## config.mk

```make
export PLATFORM = sky130hd
export DESIGN_NAME = escape_sequence_key_decoder_core
export DESIGN_NICKNAME = d
export VERILOG_FILES = /design/src/sv/kdec_pkg.sv /design/src/sv/escape_sequence_key_decoder_core.sv /design/src/sv/kdec_line_mem.sv /design/src/sv/kdec_ctrl.sv /design/src/sv/kdec_out_fifo.sv
export SDC_FILE = /design/constraint.sdc
export NUM_CORES = 1
export LEC_CHECK = 0
export BUFFER_PORTS_ARGS = -buffer_cell sky130_fd_sc_hd__buf_2
export CORE_MARGIN = 1.5
export CORE_UTILIZATION = 45
export CTS_CLUSTER_SIZE = 28
export DETAILED_ROUTE_END_ITERATION = 6
export PLACE_DENSITY_LB_ADDON = 0.05
export REMOVE_ABC_BUFFERS = 1
export SYNTH_ARGS = -nofsm -noshare
export SYNTH_HDL_FRONTEND = slang
export SYNTH_HIERARCHICAL = 1
export SYNTH_SLANG_ARGS = --single-unit
```

## constraint.sdc

```tcl
create_clock -name i_clk -period 9.5 [get_ports i_clk]
set_input_delay 1.9 -clock i_clk [delete_from_list [all_inputs] [get_ports i_clk]]
set_output_delay 1.9 -clock i_clk [all_outputs]
set_load 0.05 [all_outputs]
```

## src/sv/kdec_pkg.sv

```systemverilog
package kdec_pkg;

    // Default depth of the line buffer.
    localparam int KDEC_LINE_DEPTH = 32;

    // Fixed field widths of the request and result.
    localparam int KDEC_IDX_W  = 5;
    localparam int KDEC_LEN_W  = 6;
    localparam int KDEC_CHAR_W = 7;

    // Depth of the result queue in front of the output port.
    localparam int KDEC_FIFO_DEPTH = 3;

    // Request opcodes.
    typedef enum logic [1:0] {
        OP_FEED  = 2'd0,
        OP_READ  = 2'd1,
        OP_CLEAR = 2'd2,
        OP_NOP   = 2'd3
    } t_kdec_op;

    // Result command codes.
    typedef enum logic [3:0] {
        ACT_NONE       = 4'd0,
        ACT_RIGHT      = 4'd1,
        ACT_LEFT       = 4'd2,
        ACT_UP         = 4'd3,
        ACT_DOWN       = 4'd4,
        ACT_MOVE_LEFT  = 4'd5,
        ACT_ENTER      = 4'd6,
        ACT_MOVE_RIGHT = 4'd7,
        ACT_TYPED      = 4'd8,
        ACT_QUIT       = 4'd9
    } t_kdec_cmd;

    // Escape sequence recognizer states.
    typedef enum logic [1:0] {
        SEQ_IDLE    = 2'd0,
        SEQ_ESC     = 2'd1,
        SEQ_BRACKET = 2'd2,
        SEQ_TILDE   = 2'd3
    } t_kdec_seq;

    // Key byte values.
    localparam logic [7:0] KEY_BS        = 8'd8;
    localparam logic [7:0] KEY_LF        = 8'd10;
    localparam logic [7:0] KEY_CR        = 8'd13;
    localparam logic [7:0] KEY_ESC       = 8'd27;
    localparam logic [7:0] KEY_SPACE     = 8'd32;
    localparam logic [7:0] KEY_DIGIT_0   = 8'h30;
    localparam logic [7:0] KEY_DIGIT_1   = 8'h31;
    localparam logic [7:0] KEY_DIGIT_2   = 8'h32;
    localparam logic [7:0] KEY_DIGIT_5   = 8'h35;
    localparam logic [7:0] KEY_DIGIT_9   = 8'h39;
    localparam logic [7:0] KEY_UPPER_A   = 8'h41;
    localparam logic [7:0] KEY_UPPER_B   = 8'h42;
    localparam logic [7:0] KEY_UPPER_C   = 8'h43;
    localparam logic [7:0] KEY_UPPER_D   = 8'h44;
    localparam logic [7:0] KEY_UPPER_Z   = 8'h5A;
    localparam logic [7:0] KEY_LBRACKET  = 8'd91;
    localparam logic [7:0] KEY_BACKQUOTE = 8'd96;
    localparam logic [7:0] KEY_LOWER_A   = 8'h61;
    localparam logic [7:0] KEY_LOWER_Z   = 8'h7A;
    localparam logic [7:0] KEY_TILDE     = 8'd126;
    localparam logic [7:0] KEY_DEL       = 8'd127;

    // Request payload.
    typedef struct packed {
        logic [1:0]            opcode;
        logic [7:0]            in_byte;
        logic [KDEC_IDX_W-1:0] read_index;
    } t_kdec_in;

    // Result payload.
    typedef struct packed {
        logic [3:0]             command;
        logic [KDEC_LEN_W-1:0]  line_length;
        logic [KDEC_CHAR_W-1:0] read_char;
    } t_kdec_out;

    // Result fields registered when a request is accepted, alongside the buffer read.
    typedef struct packed {
        logic [3:0]            command;
        logic [KDEC_LEN_W-1:0] line_length;
        logic                  read_hit;
    } t_kdec_s1;

endpackage

```

## src/sv/escape_sequence_key_decoder_core.sv

```systemverilog
// Each accepted request is registered with its buffer read, then queued; o_valid shows a non-empty queue.
// Throughput: one request per cycle while o_ready is high; the line buffer is written or read at most once per cycle.
// Intake stalls when the results queued plus the one in flight reach the queue depth of three.
// Reset (i_rst_n low, synchronous) returns to idle and empties the line and the result queue.
// Buffer contents are not cleared; a read is reported only for positions below the line length.
module escape_sequence_key_decoder_core
    import kdec_pkg::*;
#(
    parameter int LINE_DEPTH = KDEC_LINE_DEPTH
) (
    input  logic      i_clk,
    input  logic      i_rst_n,
    input  logic      i_valid,
    output logic      o_ready,
    input  t_kdec_in  i_data,
    output logic      o_valid,
    input  logic      i_ready,
    output t_kdec_out o_data
);

    localparam int AW = (LINE_DEPTH > 1) ? $clog2(LINE_DEPTH) : 1;
    localparam int NW = $clog2(KDEC_FIFO_DEPTH + 1);
    localparam int QW = NW + 1;

    logic                   w_accept;
    logic                   w_we;
    logic [AW-1:0]          w_waddr;
    logic [KDEC_CHAR_W-1:0] w_wdata;
    logic                   w_re;
    logic [AW-1:0]          w_raddr;
    logic [KDEC_CHAR_W-1:0] w_rdata;
    logic                   w_s1_valid;
    t_kdec_s1               w_s1;
    t_kdec_out              w_result;
    logic [NW-1:0]          w_fifo_count;
    logic [QW-1:0]          w_in_flight;

    // Accept while the queue has room for every request already in flight.
    assign w_in_flight = QW'(w_fifo_count) + QW'(w_s1_valid);
    assign o_ready     = (w_in_flight < QW'(KDEC_FIFO_DEPTH));
    assign w_accept    = i_valid && o_ready;

    kdec_ctrl #(
        .LINE_DEPTH (LINE_DEPTH)
    ) u_ctrl (
        .i_clk      (i_clk),
        .i_rst_n    (i_rst_n),
        .i_accept   (w_accept),
        .i_req      (i_data),
        .o_we       (w_we),
        .o_waddr    (w_waddr),
        .o_wdata    (w_wdata),
        .o_re       (w_re),
        .o_raddr    (w_raddr),
        .o_s1_valid (w_s1_valid),
        .o_s1       (w_s1)
    );

    kdec_line_mem #(
        .LINE_DEPTH (LINE_DEPTH)
    ) u_line_mem (
        .i_clk   (i_clk),
        .i_we    (w_we),
        .i_waddr (w_waddr),
        .i_wdata (w_wdata),
        .i_re    (w_re),
        .i_raddr (w_raddr),
        .o_rdata (w_rdata)
    );

    // Merge the buffer read into the result.
    assign w_result.command     = w_s1.command;
    assign w_result.line_length = w_s1.line_length;
    assign w_result.read_char   = w_s1.read_hit ? w_rdata : '0;

    kdec_out_fifo u_out_fifo (
        .i_clk       (i_clk),
        .i_rst_n     (i_rst_n),
        .i_push      (w_s1_valid),
        .i_push_data (w_result),
        .i_ready     (i_ready),
        .o_valid     (o_valid),
        .o_data      (o_data),
        .o_count     (w_fifo_count)
    );

endmodule

```

## src/sv/kdec_line_mem.sv

```systemverilog
module kdec_line_mem
    import kdec_pkg::*;
#(
    parameter int LINE_DEPTH = KDEC_LINE_DEPTH,
    localparam int AW = (LINE_DEPTH > 1) ? $clog2(LINE_DEPTH) : 1
) (
    input  logic                   i_clk,
    input  logic                   i_we,
    input  logic [AW-1:0]          i_waddr,
    input  logic [KDEC_CHAR_W-1:0] i_wdata,
    input  logic                   i_re,
    input  logic [AW-1:0]          i_raddr,
    output logic [KDEC_CHAR_W-1:0] o_rdata
);

    logic [KDEC_CHAR_W-1:0] r_mem [LINE_DEPTH];
    logic [KDEC_CHAR_W-1:0] r_rdata;

    // Single write port.
    always_ff @(posedge i_clk) begin
        if (i_we) begin
            r_mem[i_waddr] <= i_wdata;
        end
    end

    // Registered read port; data holds until the next read.
    always_ff @(posedge i_clk) begin
        if (i_re) begin
            r_rdata <= r_mem[i_raddr];
        end
    end

    assign o_rdata = r_rdata;

endmodule

```

## src/sv/kdec_ctrl.sv

```systemverilog
module kdec_ctrl
    import kdec_pkg::*;
#(
    parameter int LINE_DEPTH = KDEC_LINE_DEPTH,
    localparam int AW = (LINE_DEPTH > 1) ? $clog2(LINE_DEPTH) : 1
) (
    input  logic                   i_clk,
    input  logic                   i_rst_n,
    input  logic                   i_accept,
    input  t_kdec_in               i_req,
    output logic                   o_we,
    output logic [AW-1:0]          o_waddr,
    output logic [KDEC_CHAR_W-1:0] o_wdata,
    output logic                   o_re,
    output logic [AW-1:0]          o_raddr,
    output logic                   o_s1_valid,
    output t_kdec_s1               o_s1
);

    localparam int CW = $clog2(LINE_DEPTH + 1);
    localparam int XW = (CW > KDEC_IDX_W) ? CW : KDEC_IDX_W;

    t_kdec_seq       r_seq;
    t_kdec_seq       n_seq;
    logic [CW-1:0]   r_count;
    logic [CW-1:0]   n_count;
    logic            r_s1_valid;
    t_kdec_s1        r_s1;
    t_kdec_s1        n_s1;

    logic [7:0]      w_byte;
    logic            w_feed;
    logic            w_is_del;
    logic            w_is_typable;
    logic            w_is_newline;
    logic [3:0]      w_seq_cmd;
    logic            w_plain;
    logic            w_full;
    logic [XW-1:0]   w_idx_ext;
    logic [XW-1:0]   w_cnt_ext;

    // Byte classification.
    assign w_byte       = i_req.in_byte;
    assign w_feed       = (i_req.opcode == OP_FEED) && (w_byte != KEY_BACKQUOTE);
    assign w_is_del     = (w_byte == KEY_BS) || (w_byte == KEY_DEL);
    assign w_is_newline = (w_byte == KEY_LF) || (w_byte == KEY_CR);
    assign w_is_typable = ((w_byte >= KEY_UPPER_A) && (w_byte <= KEY_UPPER_Z)) ||
                          ((w_byte >= KEY_LOWER_A) && (w_byte <= KEY_LOWER_Z)) ||
                          ((w_byte >= KEY_DIGIT_0) && (w_byte <= KEY_DIGIT_9)) ||
                          (w_byte == KEY_SPACE) || w_is_del;
    assign w_full       = (r_count == CW'(LINE_DEPTH));

    // Next state of the escape sequence recognizer.
    always_comb begin
        n_seq = r_seq;
        if (i_accept && w_feed) begin
            unique case (r_seq)
                SEQ_IDLE: begin
                    if (w_byte == KEY_ESC) begin
                        n_seq = SEQ_ESC;
                    end
                end
                SEQ_ESC: begin
                    n_seq = (w_byte == KEY_LBRACKET) ? SEQ_BRACKET : SEQ_IDLE;
                end
                SEQ_BRACKET: begin
                    if ((w_byte == KEY_DIGIT_1) || (w_byte == KEY_DIGIT_2) ||
                        (w_byte == KEY_DIGIT_5)) begin
                        n_seq = SEQ_TILDE;
                    end else begin
                        n_seq = SEQ_IDLE;
                    end
                end
                SEQ_TILDE: begin
                    n_seq = SEQ_IDLE;
                end
            endcase
        end
    end

    // Recognizer outputs: the sequence command, or hand the byte to the line editor.
    always_comb begin
        w_seq_cmd = ACT_NONE;
        w_plain   = 1'b0;
        unique case (r_seq)
            SEQ_IDLE: begin
                w_plain = (w_byte != KEY_ESC);
            end
            SEQ_ESC: begin
                w_plain = (w_byte != KEY_LBRACKET);
            end
            SEQ_BRACKET: begin
                unique case (w_byte)
                    KEY_UPPER_A: w_seq_cmd = ACT_UP;
                    KEY_UPPER_B: w_seq_cmd = ACT_DOWN;
                    KEY_UPPER_C: w_seq_cmd = ACT_RIGHT;
                    KEY_UPPER_D: w_seq_cmd = ACT_LEFT;
                    KEY_DIGIT_2: w_seq_cmd = ACT_MOVE_LEFT;
                    KEY_DIGIT_1: w_seq_cmd = ACT_ENTER;
                    KEY_DIGIT_5: w_seq_cmd = ACT_MOVE_RIGHT;
                    default:     w_plain   = 1'b1;
                endcase
            end
            SEQ_TILDE: begin
                w_plain = (w_byte != KEY_TILDE);
            end
        endcase
    end

    // Line editing, buffer access and the command of this request.
    assign w_idx_ext = XW'(i_req.read_index);
    assign w_cnt_ext = XW'(r_count);

    always_comb begin
        n_count          = r_count;
        o_we             = 1'b0;
        o_re             = 1'b0;
        n_s1.command     = ACT_NONE;
        n_s1.read_hit    = 1'b0;
        unique case (t_kdec_op'(i_req.opcode))
            OP_FEED: begin
                if (w_byte == KEY_BACKQUOTE) begin
                    n_s1.command = ACT_QUIT;
                end else if (!w_plain) begin
                    n_s1.command = w_seq_cmd;
                end else if (w_is_typable) begin
                    if (w_is_del) begin
                        if (r_count != '0) begin
                            n_count = r_count - CW'(1);
                        end
                    end else if (!w_full) begin
                        o_we    = i_accept;
                        n_count = r_count + CW'(1);
                    end
                end else if (w_is_newline) begin
                    n_s1.command = ACT_TYPED;
                end
            end
            OP_READ: begin
                o_re          = i_accept;
                n_s1.read_hit = (w_idx_ext < w_cnt_ext);
            end
            OP_CLEAR: begin
                n_count = '0;
            end
            default: begin
            end
        endcase
        // The reported length is the count after this request, kept to the field width.
        n_s1.line_length = KDEC_LEN_W'(n_count);
    end

    assign o_waddr          = r_count[AW-1:0];
    assign o_wdata          = w_byte[KDEC_CHAR_W-1:0];
    assign o_raddr          = w_idx_ext[AW-1:0];

    // Control state.
    always_ff @(posedge i_clk) begin
        if (!i_rst_n) begin
            r_seq      <= SEQ_IDLE;
            r_count    <= '0;
            r_s1_valid <= 1'b0;
        end else begin
            r_seq      <= n_seq;
            r_s1_valid <= i_accept;
            if (i_accept) begin
                r_count <= n_count;
            end
        end
    end

    // Result fields waiting for the buffer read.
    always_ff @(posedge i_clk) begin
        if (i_accept) begin
            r_s1 <= n_s1;
        end
    end

    assign o_s1_valid = r_s1_valid;
    assign o_s1       = r_s1;

endmodule

```

## src/sv/kdec_out_fifo.sv

```systemverilog
module kdec_out_fifo
    import kdec_pkg::*;
#(
    localparam int PW = $clog2(KDEC_FIFO_DEPTH),
    localparam int NW = $clog2(KDEC_FIFO_DEPTH + 1)
) (
    input  logic          i_clk,
    input  logic          i_rst_n,
    input  logic          i_push,
    input  t_kdec_out     i_push_data,
    input  logic          i_ready,
    output logic          o_valid,
    output t_kdec_out     o_data,
    output logic [NW-1:0] o_count
);

    t_kdec_out      r_mem [KDEC_FIFO_DEPTH];
    logic [PW-1:0]  r_head;
    logic [PW-1:0]  r_tail;
    logic [NW-1:0]  r_count;
    logic [PW-1:0]  n_head;
    logic [PW-1:0]  n_tail;
    logic [NW-1:0]  n_count;
    logic           w_pop;

    assign o_valid = (r_count != '0);
    assign w_pop   = o_valid && i_ready;

    // Pointer and fill count update.
    always_comb begin
        n_head  = r_head;
        n_tail  = r_tail;
        n_count = r_count;
        if (w_pop) begin
            n_head = (r_head == PW'(KDEC_FIFO_DEPTH - 1)) ? '0 : r_head + PW'(1);
        end
        if (i_push) begin
            n_tail = (r_tail == PW'(KDEC_FIFO_DEPTH - 1)) ? '0 : r_tail + PW'(1);
        end
        if (i_push && !w_pop) begin
            n_count = r_count + NW'(1);
        end else if (!i_push && w_pop) begin
            n_count = r_count - NW'(1);
        end
    end

    always_ff @(posedge i_clk) begin
        if (!i_rst_n) begin
            r_head  <= '0;
            r_tail  <= '0;
            r_count <= '0;
        end else begin
            r_head  <= n_head;
            r_tail  <= n_tail;
            r_count <= n_count;
        end
    end

    // Result storage.
    always_ff @(posedge i_clk) begin
        if (i_push) begin
            r_mem[r_tail] <= i_push_data;
        end
    end

    assign o_data  = r_mem[r_head];
    assign o_count = r_count;

endmodule

```

## Word-level counts from Yosys, hierarchy flattened

Memory sizes are Yosys's and may differ from the RTL's. A register that Yosys moved wholly into a read port is not among the register bits.
Index checks and enable logic that the tools add are counted.

| operators by class | value |
|---|---|
| add/sub/neg operators | 7 |
| order comparisons | 8 |
| eq/ne operators | 28 |
| multiplexer cells | 37 |
| bitwise gates (word level) | 1 |
| reduce and logical (&&, ||, !) cells | 27 |

Operator list:

| operator | count |
|---|---|
| == test 8 x 7 -> 1 bit, second input constant | 7 |
| two-way mux 6 bit | 6 |
| == test 8 x 6 -> 1 bit, second input constant | 4 |
| == test 8 x 4 -> 1 bit, second input constant | 3 |
| != test 8 x 7 -> 1 bit, second input constant | 3 |
| one-hot mux 3 bit (7 select lines) | 1 |
| two-way mux 4 bit | 5 |
| two-way mux 2 bit | 9 |
| >= comparator 8 x 7 -> 1 bit, second input constant | 2 |
| <= comparator 8 x 7 -> 1 bit, second input constant | 2 |
| two-way mux 1 bit | 12 |
| one-hot mux 6 bit (2 select lines) | 1 |
| == test 2 bit, second input constant | 5 |
| logical AND 1 bit | 9 |
| == test 8 x 5 -> 1 bit, second input constant | 1 |
| >= comparator 8 x 6 -> 1 bit, second input constant | 1 |
| <= comparator 8 x 6 -> 1 bit, second input constant | 1 |
| logical OR 1 bit | 8 |
| != test 8 x 5 -> 1 bit, second input constant | 1 |
| one-hot mux 2 bit (4 select lines) | 1 |
| two-way mux 7 bit | 1 |
| OR reduction 7 bit | 1 |
| adder 2 x 1 -> 2 bit, second input constant | 3 |
| adder 6 x 1 -> 6 bit, second input constant | 1 |
| 16 further kinds | 20 |

| word-level totals | value |
|---|---|
| register bits after elaboration | 26 |
| bits in writable memories | 275 |
| bits of input ports | 19 |
| output and inout port bits | 19 |
| memories kept | 2 |

Memories:

| name | words | width | read ports | clocked after Yosys merged registers in | wr ports | RTL line | source |
|---|---|---|---|---|---|---|---|
| u_line_mem.r_mem | 32 | 7 | 1 | 1 | 1 | kdec_line_mem.sv:16 | `logic [KDEC_CHAR_W-1:0] r_mem [LINE_DEPTH];` |
| u_out_fifo.r_mem | 3 | 17 | 1 | 1 | 1 | kdec_out_fifo.sv:17 | `t_kdec_out r_mem [KDEC_FIFO_DEPTH];` |

## Depth between registers and ports, before layout

| depth | value |
|---|---|
| depth in word-level cells | 12 |
| mapped depth | 10 |
| depth with buffers taken out | 8 |

## Cells and area by module

The synthesis kept the hierarchy.

Modules (own cells, without submodules):

| module | instances | cells each | area an instance (sq um) |
|---|---|---|---|
| kdec_line_mem | 1 | 370 | 8903.5 |
| kdec_out_fifo | 1 | 138 | 2197.1 |
| kdec_ctrl | 1 | 204 | 1775.5 |
| escape_sequence_key_decoder_core | 1 | 11 | 83.8 |

## Least setup slack after synthesis

OpenSTA, ideal clock, no wires.

| path | value |
|---|---|
| path kind | input-to-reg |
| start | input port i_data[8] in the netlist's numbering |
| end | memory u_line_mem.r_mem[0][0] (enable) |
| library setup time | 0.360 ns |
| arrival time | 4.305 ns |
| required time | 9.140 ns |
| path slack | 4.835 ns |
| stages | 10 |
| path through | buf_4 > nor4_1 > a2111oi_0 > nor4_1 > nand4_2 > nand2b_1 > nor2_1 > or3b_2 > clkbuf_1 > nor2_1 |

| between the ends | value |
|---|---|
| cells in the longest elaborated chain, start to end | 12 |
| elaborated cells on any way between the ends | 38 |
| those cells by class | order compare (6); eq/ne (14); mux (9); reduce/logical (9) |

Ends and longest elaborated chain:

| what | RTL line | source |
|---|---|---|
| from (decl) | escape_sequence_key_decoder_core.sv:15 | `input t_kdec_in i_data,` |
| >= comparator 8 x 7 -> 1 bit (tied with other cells) | kdec_ctrl.sv:47 | `assign w_is_typable = ((w_byte >= KEY_UPPER_A) && (w_byte <= KEY_UPPER_Z)) \|\|` |
| logical AND 1 bit, on equally long branches | kdec_ctrl.sv:47, kdec_ctrl.sv:48 |  |
| logical OR 1 bit | kdec_ctrl.sv:47 |  |
| logical OR 1 bit | kdec_ctrl.sv:48 | `((w_byte >= KEY_LOWER_A) && (w_byte <= KEY_LOWER_Z)) \|\|` |
| logical OR 1 bit | kdec_ctrl.sv:49 | `((w_byte >= KEY_DIGIT_0) && (w_byte <= KEY_DIGIT_9)) \|\|` |
| logical OR 1 bit | kdec_ctrl.sv:50 | `(w_byte == KEY_SPACE) \|\| w_is_del;` |
| two-way mux 1 bit | kdec_ctrl.sv:126 | `end else if (w_is_typable) begin` |
| two-way mux 1 bit | kdec_ctrl.sv:124 | `end else if (!w_plain) begin` |
| two-way mux 1 bit * | kdec_ctrl.sv:122 | `if (w_byte == KEY_BACKQUOTE) begin` |
| two-way mux 1 bit * | kdec_ctrl.sv:120 | `unique case (t_kdec_op'(i_req.opcode))` |
| named net w_we | escape_sequence_key_decoder_core.sv:26 | `logic w_we;` |
| two-way mux 1 bit * | kdec_line_mem.sv:21 | `if (i_we) begin` |
| two-way mux 1 bit (not written as such) * | kdec_line_mem.sv:22 | `r_mem[i_waddr] <= i_wdata;` |
| to (decl) | kdec_line_mem.sv:16 |  |

The timed path passes the listed nets; every way through them passes the cells marked *.

## Final worst setup path

| path | value |
|---|---|
| start | input port i_data[5] in the netlist's numbering |
| end | memory u_line_mem.r_mem[16][3] (netlist: u_line_mem/r_mem[4][3]) (enable) |

The elaborated chain is that of the path after synthesis.

==> out/qor.yml <==
hold_slack_ps: 477
globalRoute.totalOverflow: 0
critPathBufInv: 1
synth-compound-area-share_pct: 4.66
clock_path_buffers: 3
antenna_found_initial: 0
filler_cell_count: 2351
synth-xor-area-share_pct: 0.135
synth-simple-area-share_pct: 6.33
path_clk_slew_ps: 60
synth_area_um2: 13000
layout-drive-gt1-share_pct: 23.5
numCtsBuffers: 31
drc_errors: 0
max_cap_viol_count: 0
drtPass1Iterations: 5
finClkSkew_ps: 13.2
status: "finished, final reports clean"
place_inst: 1097
max-vdd-ir-drop_uv: 166
routed_wl_mm: 26.1
ant_nets: 0
max_clock_freq_mhz: 193
critPathMaxStageDelay_ps: 640
cts-resized-gates: 0
multi_input_area_um2: 3460
rsz0062_at_grt: "false"
area_growth_pct: 10.7
cts_tree: "done"
worstPathCellList: "buf_2 -> or4_1 -> a21oi_1 -> nor4_1 -> nand4_2 -> nand2b_1 -> nor2_1 -> or3b_2 -> nor2_1"
vias: 6517
wl_per_cell_um: 22.7
grt_use_total_pct: 17.8
worstHoldStart: "u_ctrl/o_s1[7]"
ys_top_cells_by_area: "edfxtp_1 (68%), mux4_2 (12%), dfxtp_1 (2.6%)"
internal_power_mw: 2.31
synth_edf_count: 293
r2r-start: "u_ctrl/o_s1_valid"
insertion_delay_ps: 550
seqCellArea_um2: 9140
p_seq_share_pct: 51.4
row_count: 61
coreArea_um2: 28100
worst_path_most_repeated_cell: "nor2_1"
max-slew-margin-rel_pct: 33.2
setup_ws_ps: 4320
via_per_inst: 5.65
reg2reg_to: "u_line_mem/r_mem[4][3]"
cpLargestDelayFamily: "simple AND/OR/NAND/NOR gates"
tightest_slew_ps: 1000
required_ps: 9670
grt_pass1_wl_mm: 40.5
ys_types: 66
synthAdderAreaFrac_pct: 0.965
dp_hpwl_mm: 17.0
n_antenna_cell: 0
root_buffer: "clkbuf_16"
cpMaxStageDelayCell: "buf_2"
finalNonFillerCells: 1153
fin_nets: 781
fin_crit_ps: 5180
syn-mean-instance-area_um2: 17.9
start_kind: "input port"
crit_arrival_ps: 5350
r2r_cells: 8
clock_sinks: 310
die_h_um: 173
p_sw_mw: 0.737
synthesis.instances: 723
yosysTopAreaCell: "edfxtp_1"
power_frac_comb_pct: 10.5
min_delay_path_depth: 0
slew_viol_final: 0
cp_max_fo: 46
synth-main-ff-cell: "edfxtp_1"
finalSetupViolations: 0
fp.dieW_um: 173
min_period_over_period_pct: 54.5
synth-async-reset-ratio_pct: 0
worst_setup_path_end_kind: "flip-flop"
path_class: "in -> reg"
io_pins: 38
synth_seq_cells: 310
p_sw_share_pct: 24.2
pwr-share-clk_pct: 38.1
grt_pass1_vias: 6648
yosysSeqAreaShare_pct: 70.5
reg2reg_slack_ps: 5830
drt-initial-drc-count: 513
initial_core_util_pct: 46.1
synth_top_family_by_area: "multiplexers"
cts-hold-fix-buffers: 0
port_buffers: 37
globalplace.congestion: 0.807
hold_violations: 0
power.density_nw_per_um2: 212
hold_path_end: "u_out_fifo/r_mem[2][13]"
cts-htree-levels: 1
yosysWarnings: 6
synth_top_area_share_pct: 67.9
worstHoldPathType: "reg -> reg"
pre_cts_ws_ps: 3820
grt_max_degree: 58
tns_ps: 0
leakage_nw: 4.52
synthMuxAreaShare_pct: 14.6
post_cts_buffers: 0
dieArea_um2: 29800
logic make-up (layout without fill, tap and decap cells):
family	after synthesis	in the layout
simple gates	155	155
buf+inv	62	114
flops	310	310
fa+ha+maj	10	10
xor+xnor	2	2
mux	99	99
compound gates	85	85
layout by cell type (no fill, tap or decap), drive strengths merged, types with 5 or more instances in the layout:
cell     instances
or3              5
ha              10
edfxtp         293
nand2           32
nand3            9
and2            10
clkbuf          40
nor3             5
mux2             7
inv             12
nor2b            8
nand3b           5
mux2i           21
o2bb2ai          5
clkinv          11
mux4            71
nor4             5
buf             46
nand4            5
dfxtp           17
a21boi           5
or3b             6
nor2            46
a21oi           10
o21ai           25
state kept, by name (all words and copies together) (netlist names), named ones only:
signal	flops
u_out_fifo/r_head	2
u_ctrl/r_count	6
u_line_mem/o_rdata	7
u_out_fifo/r_mem	51
u_line_mem/r_mem	224
u_ctrl/o_s1	11
u_out_fifo/r_tail	2
u_out_fifo/o_count	2
u_ctrl/r_seq	2
u_ctrl/o_s1_valid	1
area by class of cell:
type                       count  area share, %
inverter                      12          0.314
tap                          378           3.30
clock buffer                  40           5.78
timing repair buffer          46           1.78
clock inverter                16          0.994
sequential                   310           63.7
multi-input combinational    351           24.1
cells in the mapped netlist (all sizes together) (5+ instances only):
| cell | number |
|---|---|
| edfxtp | 293 |
| mux4 | 71 |
| nor2 | 46 |
| buf | 35 |
| nand2 | 32 |
| o21ai | 25 |
| mux2i | 21 |
| dfxtp | 17 |
| clkbuf | 15 |
| inv | 12 |
| a21oi | 10 |
| and2 | 10 |
| ha | 10 |
| nand3 | 9 |
| nor2b | 8 |
| mux2 | 7 |
| or3b | 6 |
| a21boi | 5 |
| nand3b | 5 |
| nand4 | 5 |
| nor3 | 5 |
| nor4 | 5 |
| o2bb2ai | 5 |
| or3 | 5 |
power groups by stage:
stage               combinational (mW)  clock, mW  sequential (mW)
floorplan                        0.218          0             1.58
global placement                 0.320          0             1.59
detailed placement               0.325          0             1.60
CTS                              0.326       1.18             1.57
global route                     0.345       1.24             1.57
finish                           0.320       1.16             1.56
routing by layer:
layer  GRT usage (%)  vias to the layer above  routed length [um]
met4            4.20                        0                 496
met5               0                        -                   0
met2            30.8                      193               13300
li1                -                     2955                   -
met1            24.2                     3338               11200
met3            2.37                       31                1200
per-stage QoR:
step / total power [mW] / utilization [%] / cell area, um2
final: 3.04 / 51.1 / 14300
after detailed placement: 1.92 / 47.6 / 13400
after global placement: 1.91 / 47.6 / 13400
after floorplan: 1.80 / - / 12600
after CTS: 3.08 / 51.1 / 14300
after global routing: 3.15 / 51.1 / 14300
worst max-delay path by stage:
stage	endpoint	slack, ps	from	cells after the start
after floorplan	u_line_mem/r_mem[28][0]	5060	i_data[8]	8
after global placement	u_line_mem/r_mem[4][6]	3900	i_data[5]	9
after detailed placement	u_line_mem/r_mem[14][5]	3820	i_data[5]	9
after CTS	u_line_mem/r_mem[4][3]	4370	i_data[5]	9
after global routing	u_line_mem/r_mem[4][0]	4030	i_data[5]	9
final	u_line_mem/r_mem[4][3]	4320	i_data[5]	9
worst reg2reg max path: cells and delay by family (launching register included):
| family | cells | cell delay, ps |
|---|---|---|
| compound gates | 1 | 140 |
| fa+ha+maj | 2 | 510 |
| flops | 1 | 380 |
| simple gates | 5 | 2250 |
Note: power is estimated with default switching activity, not from simulation.
